===== src/sv/epoc_pkg.sv =====
`default_nettype none
// ============================================================================
// epoc_pkg - shared types and constants of the ellipse pair overlap counter
// Request and result layouts, the job record passed front to back, and the
// whole-degree sine table.
// ============================================================================
package epoc_pkg;

    localparam int COORD_W = 12;
    localparam int AXIS_W  = 8;
    localparam int ANGLE_W = 15;
    localparam int CNT_W   = 19;
    localparam int AREA_W  = 23;
    localparam int TRIG_W  = 17;   // signed sine/cosine, 15 fraction bits
    localparam int POS_W   = 16;   // signed pixel coordinate
    localparam int SIZE_W  = 11;   // box width/height
    localparam int QPOS_W  = 13;   // position inside one quadrant

    localparam logic [ANGLE_W-1:0] ANGLE_FULL    = 15'd23040;  // 360 degrees
    localparam logic [ANGLE_W-1:0] ANGLE_QUARTER = 15'd5760;   // 90 degrees
    localparam logic [ANGLE_W-1:0] ANGLE_HALF    = 15'd11520;
    localparam logic [ANGLE_W-1:0] ANGLE_3QUART  = 15'd17280;
    localparam logic [17:0]        PI_Q16        = 18'd205887;
    localparam int                 LANE_LAT      = 7;

    typedef struct packed {
        logic [COORD_W-1:0] center1_x;
        logic [COORD_W-1:0] center1_y;
        logic [AXIS_W-1:0]  axis1_a;
        logic [AXIS_W-1:0]  axis1_b;
        logic [ANGLE_W-1:0] angle1;
        logic [COORD_W-1:0] center2_x;
        logic [COORD_W-1:0] center2_y;
        logic [AXIS_W-1:0]  axis2_a;
        logic [AXIS_W-1:0]  axis2_b;
        logic [ANGLE_W-1:0] angle2;
    } t_req;

    typedef struct packed {
        logic [CNT_W-1:0]  overlap_count;
        logic [AREA_W-1:0] union_area_q4;
    } t_res;

    // per-ellipse constants used by the inside test
    typedef struct packed {
        logic [COORD_W-1:0]       cx;
        logic [COORD_W-1:0]       cy;
        logic signed [TRIG_W-1:0] s;
        logic signed [TRIG_W-1:0] c;
        logic [15:0]              a2;
        logic [15:0]              b2;
        logic [31:0]              ab2;
    } t_lane;

    typedef struct packed {
        t_lane                    e1;
        t_lane                    e2;
        logic signed [POS_W-1:0]  x0;
        logic signed [POS_W-1:0]  y0;
        logic [SIZE_W-1:0]        w;
        logic [SIZE_W-1:0]        h;
        logic                     scan;
        logic [AREA_W-1:0]        area0;
    } t_job;

    function automatic logic [15:0] sin_deg(input logic [6:0] d);
        logic [15:0] v;
        unique case (d)
            7'd0: v = 16'd0;      7'd1: v = 16'd572;    7'd2: v = 16'd1144;
            7'd3: v = 16'd1715;   7'd4: v = 16'd2286;   7'd5: v = 16'd2856;
            7'd6: v = 16'd3425;   7'd7: v = 16'd3993;   7'd8: v = 16'd4560;
            7'd9: v = 16'd5126;   7'd10: v = 16'd5690;  7'd11: v = 16'd6252;
            7'd12: v = 16'd6813;  7'd13: v = 16'd7371;  7'd14: v = 16'd7927;
            7'd15: v = 16'd8481;  7'd16: v = 16'd9032;  7'd17: v = 16'd9580;
            7'd18: v = 16'd10126; 7'd19: v = 16'd10668; 7'd20: v = 16'd11207;
            7'd21: v = 16'd11743; 7'd22: v = 16'd12275; 7'd23: v = 16'd12803;
            7'd24: v = 16'd13328; 7'd25: v = 16'd13848; 7'd26: v = 16'd14365;
            7'd27: v = 16'd14876; 7'd28: v = 16'd15384; 7'd29: v = 16'd15886;
            7'd30: v = 16'd16384; 7'd31: v = 16'd16877; 7'd32: v = 16'd17364;
            7'd33: v = 16'd17847; 7'd34: v = 16'd18324; 7'd35: v = 16'd18795;
            7'd36: v = 16'd19261; 7'd37: v = 16'd19720; 7'd38: v = 16'd20174;
            7'd39: v = 16'd20622; 7'd40: v = 16'd21063; 7'd41: v = 16'd21498;
            7'd42: v = 16'd21926; 7'd43: v = 16'd22348; 7'd44: v = 16'd22763;
            7'd45: v = 16'd23170; 7'd46: v = 16'd23571; 7'd47: v = 16'd23965;
            7'd48: v = 16'd24351; 7'd49: v = 16'd24730; 7'd50: v = 16'd25102;
            7'd51: v = 16'd25466; 7'd52: v = 16'd25822; 7'd53: v = 16'd26170;
            7'd54: v = 16'd26510; 7'd55: v = 16'd26842; 7'd56: v = 16'd27166;
            7'd57: v = 16'd27482; 7'd58: v = 16'd27789; 7'd59: v = 16'd28088;
            7'd60: v = 16'd28378; 7'd61: v = 16'd28660; 7'd62: v = 16'd28932;
            7'd63: v = 16'd29197; 7'd64: v = 16'd29452; 7'd65: v = 16'd29698;
            7'd66: v = 16'd29935; 7'd67: v = 16'd30163; 7'd68: v = 16'd30382;
            7'd69: v = 16'd30592; 7'd70: v = 16'd30792; 7'd71: v = 16'd30983;
            7'd72: v = 16'd31164; 7'd73: v = 16'd31336; 7'd74: v = 16'd31499;
            7'd75: v = 16'd31651; 7'd76: v = 16'd31795; 7'd77: v = 16'd31928;
            7'd78: v = 16'd32052; 7'd79: v = 16'd32166; 7'd80: v = 16'd32270;
            7'd81: v = 16'd32365; 7'd82: v = 16'd32449; 7'd83: v = 16'd32524;
            7'd84: v = 16'd32588; 7'd85: v = 16'd32643; 7'd86: v = 16'd32688;
            7'd87: v = 16'd32723; 7'd88: v = 16'd32748; 7'd89: v = 16'd32763;
            default: v = 16'd32768;
        endcase
        return v;
    endfunction

endpackage
`default_nettype wire


===== src/sv/epoc_fifo.sv =====
`default_nettype none
// ============================================================================
// epoc_fifo - two-entry job queue
// Decouples the setup front end from the pixel scan back end.
// ============================================================================
module epoc_fifo (
    input  wire logic           i_clk,
    input  wire logic           i_rst_n,
    input  wire logic           i_push,
    input  epoc_pkg::t_job      i_data,
    output logic                o_full,
    input  wire logic           i_pop,
    output epoc_pkg::t_job      o_data,
    output logic                o_empty
);
    import epoc_pkg::*;

    t_job       r_mem [2];
    logic       r_wp;
    logic       r_rp;
    logic [1:0] r_cnt;

    assign o_full  = (r_cnt == 2'd2);
    assign o_empty = (r_cnt == 2'd0);
    assign o_data  = r_mem[r_rp];

    always_ff @(posedge i_clk) begin
        if (i_push) begin
            r_mem[r_wp] <= i_data;
        end
    end

    always_ff @(posedge i_clk) begin
        if (!i_rst_n) begin
            r_wp  <= 1'b0;
            r_rp  <= 1'b0;
            r_cnt <= 2'd0;
        end else begin
            if (i_push) r_wp <= ~r_wp;
            if (i_pop)  r_rp <= ~r_rp;
            unique case ({i_push, i_pop})
                2'b10:   r_cnt <= r_cnt + 2'd1;
                2'b01:   r_cnt <= r_cnt - 2'd1;
                default: r_cnt <= r_cnt;
            endcase
        end
    end

endmodule
`default_nettype wire


===== config.mk =====
export PLATFORM = sky130hd
export DESIGN_NAME = epoc_fifo
export DESIGN_NICKNAME = d
export VERILOG_FILES = /design/src/sv/epoc_pkg.sv /design/src/sv/epoc_fifo.sv
export SDC_FILE = /design/constraint.sdc
export NUM_CORES = 1
export LEC_CHECK = 0
export ABC_CLOCK_PERIOD_IN_PS = 20600
export BUFFER_PORTS_ARGS = -buffer_cell sky130_fd_sc_hd__buf_4
export CAP_MARGIN = 0
export CORE_UTILIZATION = 35
export CTS_CLUSTER_SIZE = 12
export DETAILED_ROUTE_END_ITERATION = 10
export PLACE_DENSITY_LB_ADDON = 0.1
export SYNTH_ARGS = -nofsm -noshare
export SYNTH_HDL_FRONTEND = slang
export SYNTH_SLANG_ARGS = --single-unit

===== constraint.sdc =====
create_clock -name i_clk -period 20.6 [get_ports i_clk]
set_input_delay 1.03 -clock i_clk [delete_from_list [all_inputs] [get_ports i_clk]]
set_output_delay 1.03 -clock i_clk [all_outputs]
set_load 0.005 [all_outputs]

After elaboration in Yosys (flattened, before gate mapping) --
Memory sizes are Yosys's and may differ from the RTL's. A register that Yosys moved wholly into a read port is not among the register bits. Cells that the tools add are included. W data, S select, Z words.
Word-level totals: bits in registers 4, bits in writable memories 644, bits of input ports 326, output and inout bits 324, word-level logic and storage cells 18, memories kept 1
Cells by class: $add $sub $neg 2, equality and inequality tests 3, mux-type cells 5, bitwise gates (word level) 2, reductions and logical operators 2
Memory list:
- r_mem | depth 2, width 322, rd ports 1, clocked after Yosys merged registers in 1, write ports 1, line epoc_fifo.sv:18 | t_job r_mem [2];
Operators with widths (count):
- $eq A2 B2 Y1 const B | 2
- $mux W1 | 4
- $pmux W2 S2 | 1
- $add A2 B1 Y2 const B | 1
- $eq A2 B1 Y1 const B | 1
- $logic_not A2 Y1 | 1
- $not A1 Y1 | 2
- $reduce_bool A2 Y1 | 1
- $sub A2 B1 Y2 const B | 1

Depth between registers and ports, before layout --
Gate-level depths: netlist (run 1).
depth after elaboration 3, gate-level depth with buffers 5, mapped depth without buffers 5

Worst setup path after synthesis (run 1) --
No wires, ideal clock.
path type input to register, start input i_push, end register r_wp, setup time 122 ps, data arrival time 15579 ps, data required time 20478 ps, path slack 4899 ps, cell stages on the path 3, buffers on the path 0, path through inv_1 > nor2_1 > o21a_1
RTL lines:
- start: declaration | line epoc_fifo.sv:9 | input wire logic i_push,
- end signal: assignment | line epoc_fifo.sv:39 | if (i_push) r_wp <= ~r_wp;
- end: declaration | line epoc_fifo.sv:19 | logic r_wp;

==> results of run 1 <==
-- registers in the layout, indices dropped and copies added, names as in the netlist, named ones only --
register	flops
r_cnt	2
r_mem	644
r_rp	1
r_wp	1
-- worst paths after layout --
kind / startpoint / to / slack [ps] / depth (start not counted)
setup / recovery: register / o_data[167] / 15520 / 4
hold / removal: r_cnt[1] / r_cnt[1] / 510 / 2
hold reg to reg: r_cnt[1] / r_cnt[1] / 510 / 2
setup reg to reg: r_wp / r_mem[1][283] / 17190 / 3
-- stage by stage --
stage	setup WS, ps	hold slack (ps)	instances	util (%)	total power, uW
2_1_floorplan	4899	465.6	1024	-	1744
3_3_place_gp	16040	486.0	2521	43.86	1913
3_5_place_dp	16030	505.2	2521	43.86	1917
4_1_cts	15390	515.1	2647	47.05	3108
5_1_grt	15240	547.1	2655	47.08	3175
6_report	15520	514.5	2656	47.09	3062
-- metal layers --
layer  vias up  share of wire, %  GRT usage (%)  wire length [um]
li1       5501                 -              -                 -
met1      6102                36          18.25             21650
met2       372                55          31.38             33230
met3        85               6.8          5.275              4127
met4         4               2.2          6.645              1306
met5         -             0.051              0                31
-- layout make-up --
| class | instances | area [um^2] | area share, % |
|---|---|---|---|
| diodes | 9 | 22.52 | 0.07134 |
| inverters | 1 | 3.754 | 0.01189 |
| well taps | 873 | 1092 | 3.460 |
| flip-flops and latches | 649 | 19440 | 61.59 |
| clock inverters | 31 | 212.7 | 0.6738 |
| repair buffers | 660 | 4967 | 15.74 |
| multi-input cells | 338 | 3896 | 12.34 |
| clock buffers | 95 | 1931 | 6.116 |
-- synth_stat cells --
cell type,number
inv_1,1
mux2_4,40
and2_1,4
edfxtp_1,644
mux2_2,274
ha_1,1
or3_1,1
buf_2,5
o21ai_0,1
dfxtp_1,5
buf_6,31
nor2b_1,2
mux2_1,8
nor2_1,2
xor2_1,1
xnor2_1,2
a21boi_1,1
o21a_1,1
-- power groups by stage --
| stage | clock network (uW) | logic (uW) | registers (uW) |
|---|---|---|---|
| 2_1_floorplan | 0 | 150 | 1590 |
| 3_3_place_gp | 0 | 335 | 1580 |
| 3_5_place_dp | 0 | 339 | 1580 |
| 4_1_cts | 1220 | 340 | 1550 |
| 5_1_grt | 1270 | 354 | 1560 |
| 6_report | 1180 | 332 | 1550 |
-- worst min-delay path, cell delays in order (launching register included) --
cell	delay, ps
dfxtp_1	330
o21ai_0	80
a21boi_1	60
-- cells by family after synthesis --
| family | share of synthesized area (%) |
|---|---|
| flip-flops | 82.01 |
| buffers and inverters | 1.594 |
| AO/OA/AOI/OAI | 0.08446 |
| multiplexers | 15.93 |
| adder cells (fa/ha/maj) | 0.05278 |
| AND/OR/NAND/NOR | 0.2164 |
| XOR/XNOR | 0.1109 |
==> summary.txt, run 1 <==
=================================================================================
Result of the run .................................................. complete, no violations
Total congestion overflow ..........................................            0
P_int ..............................................................      2401 uW
Dpl hpwl ...........................................................     41.36 mm
Number of hold violations in the final report ......................            0
Portion of total power attributed to sequential cells ..............        50.6%
Via density ........................................................        4.542
Gate power share ...................................................        10.8%
Number of vias after detailed routing ..............................       12,064
Fraction of final layout cells sized beyond drive strength 1 .......       60.15%
Number of buffers added for setup after CTS ........................            0
Dpl cell area ......................................................  29,400 um^2
CP Capture Type ....................................................  output port
Commonest non-fill, non-tap cell in the layout .....................        buf_4
Synthesized cell area ..............................................  23,700 um^2
Via count of the first global-routing pass .........................       12,840
Ports placed on the boundary .......................................          650
Peak fanout along the critical path ................................           68
Combined buffer and inverter count along the critical path .........            3
Hold buffer count at cts ...........................................            0
CTS root buffer ....................................................    clkbuf_16
Worst ir drop on vdd ............................................... 0.00006780 V
Required time of the critical path .................................    19,570 ps
CTS buffer count ...................................................           72
FP Rows ............................................................           95
Category of the critical setup timing path .........................   reg -> out
First-pass GRT wire length .........................................     85.80 mm
Number of sinks on the clock net ...................................          649
Final cell area excluding filler cells .............................  31,570 um^2
Relative area change from synthesis to final layout ................       33.18%
Worst path top cell family by delay ................................ buffers and inverters
Dominant cells by area after synthesis ............................. edfxtp_1 82%, mux2_2 13%, mux2_4 2.5%
Share of Yosys cell area claimed by the top area cell type .........       81.59%
Final clock skew ...................................................     12.85 ps
Maximum single-stage delay on the critical path ....................       930 ps
Later-pin clock latency in the skew report .........................       590 ps
Worst relative slew slack ..........................................       19.31%
Net switching power figure .........................................     660.5 uW
Final estimated routing congestion in global placement .............       0.7890
Pin count of the biggest net entering global routing ...............          177
Fmax ...............................................................   0.1968 GHz
Net count after synthesis ..........................................        1,351
CP cell instances .................................................. buf_4, buf_4, mux2_2, buf_4
Distinct cell type count after synthesis ...........................           18
Final-report setup violation count .................................            0
Deepest clock path buffer count ....................................            3
Most used cells in the layout excluding fill and tap cells ......... 659 x buf_4, 644 x edfxtp_1, 274 x mux2_2
Deepest level of the CTS H-tree ....................................            3
Area inside the core boundary ......................................  67,040 um^2
Post_cts resized ...................................................            0
Floorplan die height ...............................................     262.2 um
Cell count after synthesis .........................................        1,024
Setup crit start kind ..............................................     register
Post-Synthesis Mean Instance Area ..................................   23.15 um^2
Port bufs ..........................................................          649
Minimum clock period ...............................................      5081 ps
First DRT Iteration DRCs ...........................................          640
Detail-routed net length per standard cell .........................     22.72 um
Total routed wirelength ............................................     60.35 mm
Number of antenna violations at the first check in global routing ..           11
Cell taking the most area after synthesis ..........................     edfxtp_1
Worst Path Arrival .................................................      4050 ps
CTS tree ...........................................................         done
Starting utilization of the core area ..............................       35.36%
Final Max Slew Viols ...............................................            0
Worst path slowest cell ............................................      dfxtp_4
Type of the tightest min-delay check ...............................   reg -> reg
Post-layout nets ...................................................        2,049
GRT Total Usage ....................................................       17.11%
Final period util ..................................................       24.66%
Filler instances ...................................................        5,862
Area enclosed by the die boundary ..................................  68,770 um^2
Ys Warns ...........................................................            0
Register bit total from synthesis ..................................          649
Die X ..............................................................     262.2 um
Number of detailed-routing iterations run before antenna repair ....            4
Register clock-pin slew on the reported worst setup and hold paths .        50 ps
Unrepaired setup endpoints after global routing ....................        false
Total power per unit cell area ..................................... 96.99 nW/um^2
Detail Route Antenna Nets ..........................................            0
Net switching fraction of the power ................................       21.57%
TNS Setup ..........................................................         0 ps
Clock share of power ...............................................        38.5%
Worst Max-Slew Pin Slew ............................................      1210 ps
Number of max-cap violations .......................................            0
Post-synthesis sequential area ratio ...............................       82.01%
Drt drc ............................................................            0
Cell repeated most along the worst path ............................        buf_4
Cell leakage power .................................................   0.01172 uW
=================================================================================
(Power assumes the default switching activity.)
==> run 2, diff against run 1 <==
--- a/config.mk
+++ b/config.mk
@@ -5,7 +5,7 @@
 export SDC_FILE = /design/constraint.sdc
 export NUM_CORES = 1
 export LEC_CHECK = 0
-export ABC_CLOCK_PERIOD_IN_PS = 20600
+export ABC_CLOCK_PERIOD_IN_PS = 4100
 export BUFFER_PORTS_ARGS = -buffer_cell sky130_fd_sc_hd__buf_4
 export CAP_MARGIN = 0
 export CORE_UTILIZATION = 35
==> constraint.sdc (replaced) <==
create_clock -name i_clk -period 4.1 [get_ports i_clk]
set_input_delay 0.205 -clock i_clk [delete_from_list [all_inputs] [get_ports i_clk]]
set_output_delay 0.205 -clock i_clk [all_outputs]
set_load 0.005 [all_outputs]
==> summary.txt, run 2 (same netlist as run 1, synthesis figures left out) <==
=================================================================================
Via density ........................................................        4.447   -2.1%
Post-layout utilization of the core ................................       52.35%   +5.3 points
Post_cts resized ...................................................            0   unchanged
TNS Setup ..........................................................         0 ps   unchanged
Peak fanout along the critical path ................................           62   -8.8%
Commonest non-fill, non-tap cell in the layout .....................        buf_4
Total routed wirelength ............................................     61.05 mm   +1.2%
Relative area change from synthesis to final layout ................       48.06%
Area occupied by registers .........................................  19,440 um^2   about the same
Via count of the first global-routing pass .........................       14,706   +15%
Ports placed on the boundary .......................................          650   unchanged
Result of the run .................................................. complete, no violations
Area inside the core boundary ......................................  67,040 um^2   unchanged
Fraction of final layout cells sized beyond drive strength 1 .......       51.18%   -9.0 points
FP Rows ............................................................           95   unchanged
Number of antenna violations at the first check in global routing ..            7   -4
Unrepaired setup endpoints after global routing ....................        false
Port bufs ..........................................................          649   unchanged
Area used by multi-input combinational logic .......................    3896 um^2   unchanged
Detail Route Antenna Nets ..........................................            0   unchanged
Count of non-filler cells in the finished layout ...................        2,998   +13%
Register with the highest flop count ...............................        r_mem
Most used cells in the layout excluding fill and tap cells ......... 665 x buf_4, 644 x edfxtp_1, 326 x dlygate4sd3_1
Filler instances ...................................................        5,564   -5.1%
Total design power .................................................    15,640 uW   +410%
Final period util ..................................................       67.52%
Max reg flops ......................................................          644   unchanged
Total congestion overflow ..........................................            0   unchanged
Deepest level of the CTS H-tree ....................................            3   unchanged
Maximum single-stage delay on the critical path ....................      1020 ps   +90 ps
CTS root buffer ....................................................    clkbuf_16
Final estimated routing congestion in global placement .............       0.8047   +2.0%
Type of the tightest min-delay check ...............................    in -> reg
Dpl cells ..........................................................        2,538   +0.67%
Number of max-cap violations .......................................            0   unchanged
Final Max Slew Viols ...............................................            0   unchanged
Number of detailed-routing iterations run before antenna repair ....            6   +2
Floorplan die height ...............................................     262.2 um   unchanged
Area enclosed by the die boundary ..................................  68,770 um^2   unchanged
Register clock-pin slew on the reported worst setup and hold paths .        60 ps   about the same
Starting utilization of the core area ..............................       35.36%   unchanged
First DRT Iteration DRCs ...........................................          626   -2.2%
CP cell instances .................................................. buf_12, mux2_2, buf_4
Number of vias after detailed routing ..............................       13,331   +11%
CP Capture Type ....................................................  output port
Fmax ...............................................................   0.3613 GHz
Worst Path Arrival .................................................      2560 ps   -1490 ps
First-pass GRT wire length .........................................     90.50 mm   +5.5%
Required time of the critical path .................................      3890 ps   -15,680 ps
Drt drc ............................................................            0   unchanged
Pin count of the biggest net entering global routing ...............          102   -42%
Biggest registers after layout ..................................... r_mem: 644 flops, r_cnt: 2 flops
Number of hold violations in the final report ......................            0   unchanged
Total power per unit cell area ..................................... 445.7 nW/um^2   +360%
Setup crit start kind ..............................................     register
Worst path slowest cell ............................................      dfxtp_4
Category of the critical setup timing path .........................   reg -> out
Worst relative slew slack ..........................................       32.41%   +13 points
Later-pin clock latency in the skew report .........................       600 ps   about the same
Dpl hpwl ...........................................................     42.06 mm   +1.7%
GRT Total Usage ....................................................       17.46%   +0.35 points
Number of sinks on the clock net ...................................          649   unchanged
CTS buffer count ...................................................           72   unchanged
Final clock skew ...................................................     18.88 ps   +6.037 ps
Worst Max-Slew Pin Slew ............................................      1014 ps   -196.5 ps
Detail-routed net length per standard cell .........................     20.36 um   -10%
Cell leakage power .................................................   0.01321 uW   +13%
Die X ..............................................................     262.2 um   unchanged
Final-report setup violation count .................................            0   unchanged
Deepest clock path buffer count ....................................            3   unchanged
CTS tree ...........................................................         done
Worst ir drop on vdd ...............................................  0.0003200 V   +370%
Post-layout nets ...................................................        2,392   +17%
Minimum clock period ...............................................      2768 ps
=================================================================================
run 2: changes by cell type in the layout (fill, tap and decap cells not counted), sizes merged:
cell and change:
buf +17, bufinv -2, clkbuf -3, clkinv +6, clkinvlp +1, diode -2
dlygate4sd3 +326, inv -1
run 2: repair_timing:
| action | CTS | global route |
|---|---|---|
| endpoints found under the hold margin | 649 | 0 |
| setup buffers | 0 | 0 |
| hold buffers | 326 | 0 |
run 2: worst max-delay path: cells and delay by family, from the launching register on:
kind	cells	cell delay, ps
buffers and inverters	2	510
DFF	1	1020
muxes	1	380
run 2: routing by layer:
metal / up-vias / wire (um) / track usage, %
met4: 0 / 2153 / 7.727
met2: 410 / 32440 / 31.25
met3: 111 / 4206 / 5.294
li1: 6201 / - / -
met5: - / 0 / 0
met1: 6609 / 22250 / 18.99
run 2: path summary, 6_finish.rpt:
check	start	end	slack, ps	cells after the start
max	register	o_data[205]	1330	3
min reg2reg	r_cnt[1]	r_cnt[1]	510	2
min	i_data[116]	r_mem[1][116]	330	2
max reg2reg	r_wp	r_mem[1][276]	2160	2
run 2: per-stage QoR:
step           setup WS, ps  hold slack (ps)  cell area, um^2
6_report               1332            329.7            35090
5_1_grt                1145            310.7            35090
4_1_cts                1207            281.1            35080
3_5_place_dp           1856            392.5            29670
3_3_place_gp           1872            389.4            29670
2_1_floorplan         -1388            303.9            23710
run 2: layout make-up:
cell class                      count  share of cell area [%]
Clock buffer                       92                   5.530
Multi-Input combinational cell    338                   11.10
Inverter                            1                 0.01070
Timing Repair Buffer             1003                   24.21
Tap cell                          873                   3.113
Clock inverter                     35                  0.5811
Sequential cell                   649                   55.40
Antenna cell                        7                 0.04991
run 2: report_power, final:
group	switching, uW	leakage, uW	internal [uW]	total, uW
sequential	99.7	0.00609	7680	7780
combinational	813	0.00607	1180	1990
clock	2510	0.00105	3350	5870
total	3430	0.0132	12200	15600
==> run 3, diff against run 2 <==
--- a/config.mk
+++ b/config.mk
@@ -5,7 +5,7 @@
 export SDC_FILE = /design/constraint.sdc
 export NUM_CORES = 1
 export LEC_CHECK = 0
-export ABC_CLOCK_PERIOD_IN_PS = 4100
+export ABC_CLOCK_PERIOD_IN_PS = 2250
 export BUFFER_PORTS_ARGS = -buffer_cell sky130_fd_sc_hd__buf_4
 export CAP_MARGIN = 0
 export CORE_UTILIZATION = 35
==> constraint.sdc (replaced) <==
create_clock -name i_clk -period 2.25 [get_ports i_clk]
set_input_delay 0.1125 -clock i_clk [delete_from_list [all_inputs] [get_ports i_clk]]
set_output_delay 0.1125 -clock i_clk [all_outputs]
set_load 0.005 [all_outputs]
==> summary.txt, run 3 (same netlist as run 1, synthesis figures left out) <==
=================================================================================
First DRT Iteration DRCs ...........................................          643   +2.7%
First-pass GRT wire length .........................................     90.77 mm   +0.30%
Commonest non-fill, non-tap cell in the layout .....................        buf_4
Category of the critical setup timing path .........................   reg -> out
Via density ........................................................        4.474   +0.61%
Number of hold violations in the final report ......................            0   unchanged
Die X ..............................................................     262.2 um   unchanged
Number of antenna violations at the first check in global routing ..            4   -3
Final clock skew ...................................................     20.53 ps   +1.650 ps
Post-route worst setup slack .......................................     73.47 ps   -1258 ps
Final-report setup violation count .................................            0   unchanged
Area inside the core boundary ......................................  67,040 um^2   unchanged
Total routed wirelength ............................................     61.22 mm   +0.28%
Fmax ...............................................................   0.4594 GHz
CTS root buffer ....................................................    clkbuf_16
Peak fanout along the critical path ................................           32   -48%
Later-pin clock latency in the skew report .........................       590 ps   about the same
Dpl hpwl ...........................................................     42.49 mm   +1.0%
Starting utilization of the core area ..............................       35.36%   unchanged
Final period util ..................................................       96.73%
FP Rows ............................................................           95   unchanged
Post-layout nets ...................................................        2,399   +0.29%
Detail Route Antenna Nets ..........................................            0   unchanged
Total power per unit cell area ..................................... 810.0 nW/um^2   +82%
CP Capture Type ....................................................  output port
Minimum clock period ...............................................      2177 ps
Cell leakage power .................................................   0.01326 uW   +0.40%
Ports placed on the boundary .......................................          650   unchanged
Pin count of the biggest net entering global routing ...............           75   -26%
Worst ir drop on vdd ...............................................  0.0006650 V   +110%
Worst slack, placed ................................................     640.0 ps   -1216 ps
Final Max Slew Viols ...............................................            0   unchanged
Number of sinks on the clock net ...................................          649   unchanged
Port bufs ..........................................................          649   unchanged
Area enclosed by the die boundary ..................................  68,770 um^2   unchanged
Relative area change from synthesis to final layout ................       48.58%
Type of the tightest min-delay check ...............................    in -> reg
Most used cells in the layout excluding fill and tap cells ......... 660 x buf_4, 644 x edfxtp_1, 325 x dlygate4sd3_1
Deepest level of the CTS H-tree ....................................            3   unchanged
Total congestion overflow ..........................................            0   unchanged
Number of max-cap violations .......................................            0   unchanged
Final hold slack ...................................................     174.1 ps   -155.6 ps
CTS tree ...........................................................         done
Number of detailed-routing iterations run before antenna repair ....            5   -1
Max reg flops ......................................................          644   unchanged
CTS buffer count ...................................................           73   +1.4%
Via count of the first global-routing pass .........................       14,694   -0.082%
Biggest registers after layout ..................................... r_mem: 644 flops, r_cnt: 2 flops
Worst Max-Slew Pin Slew ............................................     517.4 ps   -496.4 ps
GRT Total Usage ....................................................       17.59%   +0.13 points
Drt drc ............................................................            0   unchanged
Worst Path Arrival .................................................      2060 ps   -500 ps
Register with the highest flop count ...............................        r_mem
Floorplan die height ...............................................     262.2 um   unchanged
Count of cells along the worst register-to-register path ...........            4   +2
Detail-routed net length per standard cell .........................     20.45 um   +0.42%
Setup crit start kind ..............................................     register
Number of vias after detailed routing ..............................       13,395   +0.48%
Result of the run .................................................. complete, no violations
Deepest clock path buffer count ....................................            3   unchanged
Register clock-pin slew on the reported worst setup and hold paths .        60 ps   about the same
Final estimated routing congestion in global placement .............       0.8106   +0.73%
Required time of the critical path .................................      2140 ps   -1750 ps
Fraction of final layout cells sized beyond drive strength 1 .......       51.60%   +0.42 points
Unrepaired setup endpoints after global routing ....................         true
Depth of the worst hold-timing path ................................            4   +2
Post-layout utilization of the core ................................       52.53%   +0.18 points
Worst relative slew slack ..........................................       65.51%   +33 points
=================================================================================
==> run 3: cell type report <==
cell class,count,area [um^2]
fill,5608,31820
sequential,649,19440
timing repair buffer,1009,8661
multi-input combinational,338,3896
clock buffer,92,1919
tap,873,1092
clock inverter,31,198.9
inverter,1,3.754
antenna,1,2.502
==> run 3: worst paths after layout <==
path / from / slack, ps / to
worst max-delay path: register / 70 / o_data[54]
worst min-delay path: i_push / 170 / r_mem[0][152]
worst max register to register: r_wp / 690 / r_wp
worst min register to register: r_cnt[1] / 520 / r_cnt[1]
==> run 3: per-layer routing <==
metal  global-route usage, %  wire (um)  up-vias
met5                       0         41        -
met4                   7.742       2228        6
met3                   4.627       3823      115
met2                   31.46      32250      410
met1                   19.62      22880     6655
li1                        -          -     6209
==> run 3: metrics by stage <==
stage	setup TNS [ps]	std cells	total power [uW]	area (um^2)
after CTS	-31.34	2993	28960	35200
after global placement	0	2545	17600	29820
after global routing	-722.8	2994	29590	35220
after detailed placement	0	2545	17650	29820
final	0	2994	28530	35220
after floorplan	-1847190	1024	15800	23710
==> run 3: worst max-delay path, stage by stage, from the launching register on <==
cell	delay (ps)
dfxtp_4	430
buf_12	230
buf_16	260
mux2_2	380
buf_4	140
==> run 3: what timing repair did <==
action / in CTS / in global routing
endpoints found under the setup margin: 24 / 71
hold buffers: 325 / 0
resized for setup: 2 / 3
hold endpoints to repair: 649 / 0
pin swaps: 0 / 0
setup buffers: 0 / 0
gates cloned: 0 / 0
==> run 3: power breakdown <==
| part | internal, uW | switching (uW) |
|---|---|---|
| logic | 2190 | 1540 |
| clock network | 6140 | 4540 |
| registers | 14000 | 137 |
| total | 22300 | 6210 |
